## src/rtl/scpg_pkg.sv

```systemverilog
// ----------------------------------------------------------------------------
// scpg_pkg
// Types and constants shared by the stepper command pulse generator modules.
// ----------------------------------------------------------------------------
package scpg_pkg;

    // command bytes
    localparam logic [7:0] OP_SET_ADDR   = 8'hA1;
    localparam logic [7:0] OP_SET_DUR    = 8'hA2;
    localparam logic [7:0] OP_MOVE_FWD   = 8'hB1;
    localparam logic [7:0] OP_MOVE       = 8'hB2;
    localparam logic [7:0] OP_READ_ADC8  = 8'hC1;
    localparam logic [7:0] OP_READ_ADC10 = 8'hC2;

    localparam logic [6:0]  ADDR_RESET    = 7'h10;
    localparam logic [7:0]  ADDR_MIN      = 8'd7;
    localparam logic [7:0]  ADDR_MAX      = 8'd77;
    localparam logic [15:0] DURATION_RESET = 16'd50;

    localparam logic ACT_BYTE = 1'b0;
    localparam logic ACT_TICK = 1'b1;

    // parser phase
    typedef enum logic [2:0] {
        PH_CMD  = 3'b001,
        PH_ARG1 = 3'b010,
        PH_ARG2 = 3'b100
    } phase_t;

    // command waiting for its arguments
    typedef enum logic [1:0] {
        PEND_ADDR = 2'd0,
        PEND_DUR  = 2'd1,
        PEND_MOVE = 2'd2
    } pend_t;

    typedef struct packed {
        logic       action;
        logic [7:0] rx_byte;
        logic [9:0] adc_value;
    } cmd_t;

    typedef struct packed {
        logic       step_pin;
        logic       dir_pin;
        logic       tx_valid;
        logic [7:0] tx_byte;
        logic [6:0] bus_address;
        logic       busy_res;
        logic       dropped;
        logic       last;
    } res_t;

    // ctrl to output stage
    typedef struct packed {
        logic       two;
        logic [7:0] hi_byte;
    } extra_t;

endpackage

```

## src/rtl/scpg_ctrl.sv

```systemverilog
// ----------------------------------------------------------------------------
// scpg_ctrl
// Command parser and step timing state; updates once per transferred item.
// ----------------------------------------------------------------------------
module scpg_ctrl
    import scpg_pkg::*;
(
    input  logic   clk,
    input  logic   rst_n,
    input  logic   advance,
    input  cmd_t   item,
    output res_t   res,
    output extra_t extra
);

    logic [6:0]  addr_reg,   addr_next;
    logic [15:0] dur_reg,    dur_next;
    phase_t      phase_reg,  phase_next;
    pend_t       pend_reg,   pend_next;
    logic [7:0]  hi_reg,     hi_next;
    logic [15:0] steps_reg,  steps_next;
    logic [14:0] ticks_reg,  ticks_next;
    logic        step_reg,   step_next;
    logic        dir_reg,    dir_next;
    logic        moving_reg, moving_next;

    logic [14:0] half;
    logic [14:0] ticks_dec;
    logic [15:0] steps_dec;
    logic [15:0] arg16;

    assign half      = dur_reg[15:1];
    assign ticks_dec = (ticks_reg != 15'd0) ? ticks_reg - 15'd1 : 15'd0;
    assign steps_dec = steps_reg - 16'd1;
    assign arg16     = {hi_reg, item.rx_byte};

    always_comb
    begin
        addr_next   = addr_reg;
        dur_next    = dur_reg;
        phase_next  = phase_reg;
        pend_next   = pend_reg;
        hi_next     = hi_reg;
        steps_next  = steps_reg;
        ticks_next  = ticks_reg;
        step_next   = step_reg;
        dir_next    = dir_reg;
        moving_next = moving_reg;
        res         = '0;
        extra       = '0;

        if (item.action == ACT_TICK)
        begin
            if (moving_reg)
            begin
                ticks_next = ticks_dec;
                if (ticks_dec == 15'd0)
                begin
                    if (step_reg)
                    begin
                        step_next  = 1'b0;
                        ticks_next = half;
                    end
                    else
                    begin
                        steps_next = steps_dec;
                        step_next  = 1'b1;
                        ticks_next = half;
                    end
                    // last step done, or zero half period
                    if ((!step_reg && steps_dec == 16'd0) || half == 15'd0)
                    begin
                        moving_next = 1'b0;
                        step_next   = 1'b0;
                        steps_next  = 16'd0;
                        ticks_next  = 15'd0;
                        dir_next    = 1'b0;
                    end
                end
            end
        end
        else if (moving_reg)
        begin
            res.dropped = 1'b1;
        end
        else
        begin
            unique case (phase_reg)
                PH_CMD:
                begin
                    unique case (item.rx_byte)
                        OP_SET_ADDR:
                        begin
                            pend_next  = PEND_ADDR;
                            phase_next = PH_ARG1;
                        end
                        OP_SET_DUR:
                        begin
                            pend_next  = PEND_DUR;
                            phase_next = PH_ARG1;
                        end
                        OP_MOVE_FWD:
                        begin
                            dir_next   = 1'b1;
                            pend_next  = PEND_MOVE;
                            phase_next = PH_ARG1;
                        end
                        OP_MOVE:
                        begin
                            pend_next  = PEND_MOVE;
                            phase_next = PH_ARG1;
                        end
                        OP_READ_ADC8:
                        begin
                            res.tx_valid = 1'b1;
                            res.tx_byte  = item.adc_value[9:2];
                        end
                        OP_READ_ADC10:
                        begin
                            res.tx_valid  = 1'b1;
                            res.tx_byte   = item.adc_value[7:0];
                            extra.two     = 1'b1;
                            extra.hi_byte = {6'd0, item.adc_value[9:8]};
                        end
                        default:
                        begin
                        end
                    endcase
                end
                PH_ARG1:
                begin
                    unique case (pend_reg)
                        PEND_ADDR:
                        begin
                            if (item.rx_byte >= ADDR_MIN && item.rx_byte <= ADDR_MAX)
                                addr_next = item.rx_byte[6:0];
                            phase_next = PH_CMD;
                        end
                        PEND_DUR, PEND_MOVE:
                        begin
                            hi_next    = item.rx_byte;
                            phase_next = PH_ARG2;
                        end
                        default: phase_next = PH_CMD;
                    endcase
                end
                PH_ARG2:
                begin
                    if (pend_reg == PEND_DUR)
                        dur_next = arg16;
                    else if (pend_reg == PEND_MOVE)
                    begin
                        if (half == 15'd0 || arg16 == 16'd0)
                        begin
                            moving_next = 1'b0;
                            step_next   = 1'b0;
                            steps_next  = 16'd0;
                            ticks_next  = 15'd0;
                            dir_next    = 1'b0;
                        end
                        else
                        begin
                            moving_next = 1'b1;
                            steps_next  = arg16;
                            step_next   = 1'b1;
                            ticks_next  = half;
                        end
                    end
                    phase_next = PH_CMD;
                end
                default: phase_next = PH_CMD;
            endcase
        end

        // every result reports the state after the item
        res.step_pin    = step_next;
        res.dir_pin     = dir_next;
        res.bus_address = addr_next;
        res.busy_res    = moving_next;
        res.last        = !extra.two;
    end

    always_ff @(posedge clk or negedge rst_n)
    begin
        if (!rst_n)
        begin
            addr_reg   <= ADDR_RESET;
            dur_reg    <= DURATION_RESET;
            phase_reg  <= PH_CMD;
            pend_reg   <= PEND_ADDR;
            hi_reg     <= 8'd0;
            steps_reg  <= 16'd0;
            ticks_reg  <= 15'd0;
            step_reg   <= 1'b0;
            dir_reg    <= 1'b0;
            moving_reg <= 1'b0;
        end
        else if (advance)
        begin
            addr_reg   <= addr_next;
            dur_reg    <= dur_next;
            phase_reg  <= phase_next;
            pend_reg   <= pend_next;
            hi_reg     <= hi_next;
            steps_reg  <= steps_next;
            ticks_reg  <= ticks_next;
            step_reg   <= step_next;
            dir_reg    <= dir_next;
            moving_reg <= moving_next;
        end
    end

    // a running move always has a step and a phase left
    assert property (@(posedge clk) disable iff (!rst_n)
        moving_reg |-> (steps_reg != 16'd0 && ticks_reg != 15'd0))
        else $error("move running with empty counters");

    assert property (@(posedge clk) disable iff (!rst_n)
        addr_reg >= ADDR_MIN[6:0] && addr_reg <= ADDR_MAX[6:0])
        else $error("bus address out of range");

    // step pin only toggles during a move
    assert property (@(posedge clk) disable iff (!rst_n)
        step_reg |-> moving_reg)
        else $error("step pin high while idle");

endmodule

```

## src/rtl/stepper_command_pulse_generator_core.sv

```systemverilog
// ----------------------------------------------------------------------------
// stepper_command_pulse_generator_core
// Bus command decoder and stepper pulse generator with a result register.
// ----------------------------------------------------------------------------
// Each transfer on cmd is a received bus byte or a one-millisecond tick. The
// block takes one item per clock unless cmd is stalled and shows its result
// in the next cycle in the result register; a new item is taken while that
// result waits, as long as it leaves the register in the same cycle. A 0xC2
// query fills the result register with two results, low byte then high byte;
// cmd stalls while the low byte waits. All other items give one result.
module stepper_command_pulse_generator_core
    import scpg_pkg::*;
(
    input  logic clk,
    input  logic rst_n,
    input  logic cmd_valid,
    output logic cmd_stall,
    input  cmd_t cmd,
    output logic res_valid,
    input  logic res_stall,
    output res_t res
);

    res_t       res_comb;
    extra_t     extra;
    logic       take;
    logic       drain;

    logic       out_valid_reg,  out_valid_next;
    res_t       out_reg,        out_next;
    logic       second_reg,     second_next;
    logic [7:0] hi_byte_reg,    hi_byte_next;

    assign drain     = out_valid_reg && !res_stall;
    assign cmd_stall = out_valid_reg && (res_stall || second_reg);
    assign take      = cmd_valid && !cmd_stall;

    scpg_ctrl u_ctrl (
        .clk     (clk),
        .rst_n   (rst_n),
        .advance (take),
        .item    (cmd),
        .res     (res_comb),
        .extra   (extra)
    );

    always_comb
    begin
        out_valid_next = out_valid_reg;
        out_next       = out_reg;
        second_next    = second_reg;
        hi_byte_next   = hi_byte_reg;
        priority if (drain && second_reg)
        begin
            // second half of the two-byte reply
            out_next.tx_byte = hi_byte_reg;
            out_next.last    = 1'b1;
            second_next      = 1'b0;
        end
        else if (take)
        begin
            out_valid_next = 1'b1;
            out_next       = res_comb;
            second_next    = extra.two;
            hi_byte_next   = extra.hi_byte;
        end
        else if (drain)
        begin
            out_valid_next = 1'b0;
        end
    end

    always_ff @(posedge clk or negedge rst_n)
    begin
        if (!rst_n)
        begin
            out_valid_reg <= 1'b0;
            second_reg    <= 1'b0;
        end
        else
        begin
            out_valid_reg <= out_valid_next;
            second_reg    <= second_next;
        end
    end

    always_ff @(posedge clk)
    begin
        out_reg     <= out_next;
        hi_byte_reg <= hi_byte_next;
    end

    assign res_valid = out_valid_reg;
    assign res       = out_reg;

    assert property (@(posedge clk) disable iff (!rst_n)
        second_reg |-> (out_valid_reg && !out_reg.last && out_reg.tx_valid))
        else $error("pending high byte without a shown low byte");

    // the high byte follows the low byte in the very next transfer
    assert property (@(posedge clk) disable iff (!rst_n)
        (drain && second_reg) |=> (out_valid_reg && out_reg.last && !second_reg))
        else $error("high byte not shown after low byte");

    assert property (@(posedge clk) disable iff (!rst_n)
        (out_valid_reg && !second_reg) |-> out_reg.last)
        else $error("single result not marked last");

endmodule

```

## config.mk

```make
export PLATFORM = sky130hd
export DESIGN_NAME = stepper_command_pulse_generator_core
export DESIGN_NICKNAME = d
export VERILOG_FILES = /design/src/rtl/scpg_pkg.sv /design/src/rtl/scpg_ctrl.sv /design/src/rtl/stepper_command_pulse_generator_core.sv
export SDC_FILE = /design/constraint.sdc
export NUM_CORES = 1
export LEC_CHECK = 0
export ABC_AREA = 1
export BUFFER_PORTS_ARGS = -buffer_cell sky130_fd_sc_hd__buf_4
export CAP_MARGIN = 20
export CORE_ASPECT_RATIO = 1.2
export CORE_MARGIN = 2
export CORE_UTILIZATION = 48
export CTS_BUF_LIST = sky130_fd_sc_hd__clkbuf_4 sky130_fd_sc_hd__clkbuf_8 sky130_fd_sc_hd__clkbuf_16
export CTS_CLUSTER_SIZE = 28
export DETAILED_ROUTE_END_ITERATION = 7
export PLACE_DENSITY = 0.78
export SYNTH_ARGS = -nofsm -noshare
export SYNTH_HDL_FRONTEND = slang
export SYNTH_SLANG_ARGS = --single-unit
```

## constraint.sdc

```tcl
create_clock -name clk -period 5.1 [get_ports clk]
set_input_delay 0.765 -clock clk [delete_from_list [all_inputs] [get_ports clk]]
set_output_delay 0.765 -clock clk [all_outputs]
set_load 0.05 [all_outputs]
```

[Yosys cells after proc, flatten, opt, wreduce, memory -nomap -nowiden]
Cells that the tools add are included.
Word-level totals
  bits in registers: 101
  bits of input ports: 23
  output and inout port bits: 23
  logic and storage cells: 158
Cells by class
  add/sub/neg operators: 2
  $lt $le $gt $ge: 2
  eq/ne operators: 17
  mux-type cells: 73
  bitwise gates (word level): 5
  reduce and logical (&&, ||, !) cells: 37
Operators by type and width (number)
  2-to-1 mux 16 bit: 10
  2-to-1 mux 15 bit: 10
  equality test 8 bit (second input constant): 6
  2-to-1 mux 9 bit: 4
  2-to-1 mux 7 bit: 5
  2-to-1 mux 1 bit: 33
  zero test 16 bit: 2
  2-to-1 mux 8 bit: 4
  zero test 15 bit: 2
  2-to-1 mux 18 bit: 1
  case mux 9 bit (2 select lines): 1
  subtractor 16 x 1 -> 16 bit (second input constant): 1
  AND reduction 5 bit: 3
  nonzero test 15 bit: 1
  subtractor 15 x 1 -> 15 bit (second input constant): 1
  greater-or-equal comparator 8 x 3 -> 1 bit (second input constant): 1
  <= comparator 8 x 7 -> 1 bit (second input constant): 1
  != test 2 bit (second input constant): 4
  AND reduction 8 bit: 1
  nonzero test 2 bit: 4
  OR reduction 4 bit: 2
  logical AND 1 bit: 6
  2-to-1 mux 3 bit: 2
  case mux 2 bit (3 select lines): 1
  19 further kinds: 30

[Logic depth before layout (Yosys ltp)]
  depth in word-level cells: 10
  mapped depth: 19
  gate-level depth less buffers: 18

[Hierarchy]
From an unflattened synthesis, not the netlist that was laid out.
Second synthesis, totals
  cells, all modules: 805
  area, all modules: 5953.2 µm²
By module, submodules not included
  scpg_ctrl: instances 1, cells an instance 734, area an instance 4824.6 µm², sequential area each 1732.9 µm²
  stepper_command_pulse_generator_core: instances 1, cells an instance 71, area an instance 1128.6 µm², sequential area each 910.9 µm²

[Least setup slack after synthesis]
No wires, ideal clock.
  path kind: input-to-reg
  from: in res_stall
  to: reg u_ctrl.ticks_reg[13]
  library setup time: 0.066 ns
  arrival time: 2.587 ns
  required time: 5.034 ns
  setup slack: 2.448 ns
  stages on the path: 10
  buffers on the path: 2
  path through: nor2_1 nor2_1 nor2_1 inv_1 nor3_1 buf_2 inv_1 clkbuf_1 nand2_1 nand2_1
Between the ends
  cells in the longest elaborated chain, start to end: 5
Ends and longest elaborated chain
  start, declared: line stepper_command_pulse_generator_core.sv:20  | input logic res_stall,
  logical OR 1 bit: line stepper_command_pulse_generator_core.sv:35  | assign cmd_stall = out_valid_reg && (res_stall || second_reg);
  logical AND 1 bit: line stepper_command_pulse_generator_core.sv:35
  net cmd_stall: line stepper_command_pulse_generator_core.sv:17  | output logic cmd_stall,
  zero test 1 bit: line stepper_command_pulse_generator_core.sv:36  | assign take = cmd_valid && !cmd_stall;
  logical AND 1 bit: line stepper_command_pulse_generator_core.sv:36
  AND reduction 6 bit (no line)
  end signal, assigned: line scpg_ctrl.sv:206  | ticks_reg <= ticks_next;
  end, declared: line scpg_ctrl.sv:22  | logic [14:0] ticks_reg, ticks_next;
The timed path passes the listed nets, and every way through them passes these cells.
A chain may end at the register's enable or synchronous reset.

[Worst setup path after layout]
  from: reg u_ctrl.steps_reg[0]
  to: reg u_ctrl.steps_reg[1]
Between the ends
  cells in the longest elaborated chain, start to end: 8
  elaborated cells on any way between the ends: 11
  those cells by class: add/sub: 1; eq/ne: 1; mux: 5; reduce/logical: 4
Ends and longest elaborated chain
  start, declared: line scpg_ctrl.sv:21  | logic [15:0] steps_reg, steps_next;
  start signal, assigned: line scpg_ctrl.sv:205  | steps_reg <= steps_next;
  subtractor 16 x 1 -> 16 bit (*): line scpg_ctrl.sv:34  | assign steps_dec = steps_reg - 16'd1;
  zero test 16 bit: line scpg_ctrl.sv:71  | if ((!step_reg && steps_dec == 16'd0) || half == 15'd0)
  logical AND 1 bit: line scpg_ctrl.sv:71
  logical OR 1 bit: line scpg_ctrl.sv:71
  2-to-1 mux 16 bit: line scpg_ctrl.sv:71
  2-to-1 mux 16 bit: line scpg_ctrl.sv:57  | if (ticks_dec == 15'd0)
  2-to-1 mux 16 bit: line scpg_ctrl.sv:54  | if (moving_reg)
  2-to-1 mux 16 bit: line scpg_ctrl.sv:52  | if (item.action == ACT_TICK)
Mark *: on every way between the ends. The rest lies on a longest branch, timed or not. The select of a mux whose other input is x is not followed.

==> flow_summary.toml <==
[cts]
clkSinkCount = 94
cts_buffer_depth = 2
root_buffer = "clkbuf_16"
cts_buffers = 9
holdBufCountCts = 0
cts_tree = "yes"
cts_max_level = 3
insertion_delay_ps = 350
ctsResizeCount = 0
path_clk_slew_ps = 70
cts_setup_buffers = 0

[logic_synthesis]
yosysUniqueCellTypes = 38
synth_edf_count = 22
yosys_warnings = 0
ys_top_cells_by_area = "dfrtp_1, nand2_1, edfxtp_1"
ys_async_sr_fraction = 0.755
synth_top_area_frac = 0.281
syn_area_per_cell_sq_um = 7.12
ys_seq_elements = 94
syn_nets = 858
synth_top_area_cell = "dfrtp_1"
synthesis.area_sq_um = 5880
synthCells = 827
yosys_most_used_dff = "dfrtp_1"
synth-seq-area-share = 0.419

[drt]
avgViaCountPerCell = 5.43
drt_wl_total_um = 14500
final_antenna_net_count = 0
drt_iter0_markers = 501
firstDrtPassIters = 5
drc = 0
post_drt_wl_per_cell_um = 14.1
vias = 5574

[flow_run]
max_cap_violations = 0

[setup_path]
reg2regPathDepth = 16
worstReg2RegStart = "u_ctrl.steps_reg[0]"
worstPathMaxFanout = 31
regToRegSetupSlack_ps = 2150
path_class = "reg -> reg"
cp-end-kind = "flop"
r2r-end = "u_ctrl.steps_reg[1]"
crit_start = "u_ctrl.steps_reg[0]"
endpoint = "u_ctrl.steps_reg[1]"
crit_arrival_ps = 3220
start_kind = "flop"
worstPathRequired_ps = 5370

[hold_path]
min_path_type = "reg -> reg"

[status]
status = "finished clean"

[placed_design]
postPlaceCellArea_sq_um = 6310
post-place-ws_ps = 1840
port_buffers = 45
hpwl_um = 10200
gp_congestion = 0.863
post-place-cells = 1008

[pwr]
total_power_mw = 3.76
powerDensity_nw_per_um2 = 565
ir_drop_uv = 302
p_leak_nw = 3.14

[layout]
design_area_sq_um = 6660
drive_gt1_frac = 0.126
fin_util = 0.552
area_delta_synth_final_pct = 13.1
fin_nets = 892
largest_register_ffs = 21
stdcell_count = 1027
diodes = 0

[grt]
grt_pass1_wl_um = 24200
grt_max_degree = 72
grt_pass1_vias = 5241
grt_usage = 0.225
antenna_found_initial = 0
grt_overflow = 0

[sta]
max_freq_mhz = 340
finClkSkew_ps = 7.34
setup_violations = 0
rsz0062_at_grt = "no"
layout_setup_ws_ps = 2150
period_share = 0.578
tightest_slew_ps = 1000
finalSetupTns_ps = 0
whs_ps = 461
maxSlewHeadroom = 0.330
drv_slew = 0
finalHoldViolations = 0
finalCriticalPeriod_ps = 2950

[floorplan]
num_rows = 44
dieArea_sq_um = 13200
design.core.area_sq_um = 12100
ios = 46
chipHeight_um = 125
floorplan.initialDensity = 0.488
die_w_um = 105
==> cell type report <==
cell class | instances | area [sq um]
multi-input combinational | 595 | 2860
timing repair buffer | 52 | 394
clock buffer | 11 | 240
clock inverter | 5 | 85.1
inverter | 109 | 409
sequential | 94 | 2460
tap | 161 | 201
fill | 1135 | 5400
==> synth_stat cells, types with 3 or more instances <==
library cell	number
dfrtp_1	66
o31ai_1	14
nand3_1	100
a21oi_1	13
nand2_2	8
nor2_2	8
nand2_1	218
edfxtp_1	22
clkbuf_1	17
a31oi_1	3
buf_1	4
inv_1	107
nand4_1	11
dfstp_2	5
nor2_1	87
o21ai_2	14
nor3_1	15
buf_2	5
o21ai_0	75
ha_1	8
==> worst min-delay path by stage <==
stage	start	endpoint	slack [ps]	cells past startpoint
detailed placement	res[0]	res[0]	450	2
CTS	res[0]	res[0]	460	2
floorplan	u_ctrl.addr_reg[4]	u_ctrl.addr_reg[4]	450	2
global route	res[0]	res[0]	490	2
global placement	res[0]	res[0]	460	2
finish	res[0]	res[0]	460	2
==> critical path, stage by stage, from the launching register on <==
cell	delay, ps
dfrtp_1	380
inv_1	160
ha_1	320
nand2_1	140
nor2_1	220
nand2_1	70
nand2_1	60
nand2_1	60
nor2_1	150
nand3_1	100
nor2_1	130
nor2_2	120
nand3_1	90
nand2_1	150
nor2_8	470
nand2_1	150
o21ai_2	90
==> placed cells by master (no fill, tap or decap), drive strengths merged, types with 13 or more instances in the layout <==
master	Yosys	layout
clkbuf	17	13
nand2	226	226
nor2	98	98
edfxtp	22	22
buf	12	50
dfrtp	66	66
nor3	15	15
a21oi	13	13
o21ai	90	90
inv	107	108
nand3	100	100
o31ai	14	14
==> power breakdown <==
part	total, mW	internal (mW)	switching (mW)
Clock	0.731	0.443	0.288
Sequential	1.24	1.02	0.219
Combinational	1.79	0.560	1.23
Total	3.76	2.02	1.74
==> logic make-up after synthesis <==
logic type	share of synthesized area
simple gates	0.336
compound gates	0.129
buf+inv	0.0959
xor+xnor	0.00298
fa+ha+maj	0.0170
flops	0.419
==> layer usage <==
layer  share of wire  vias up  global-route usage
li1                -     2760                   -
met1            0.44     2609               0.284
met2            0.50      174               0.388
met3           0.041       31              0.0323
met4           0.023        0              0.0878
met5               0        -                   0
Power figures use the tool's default switching activity.
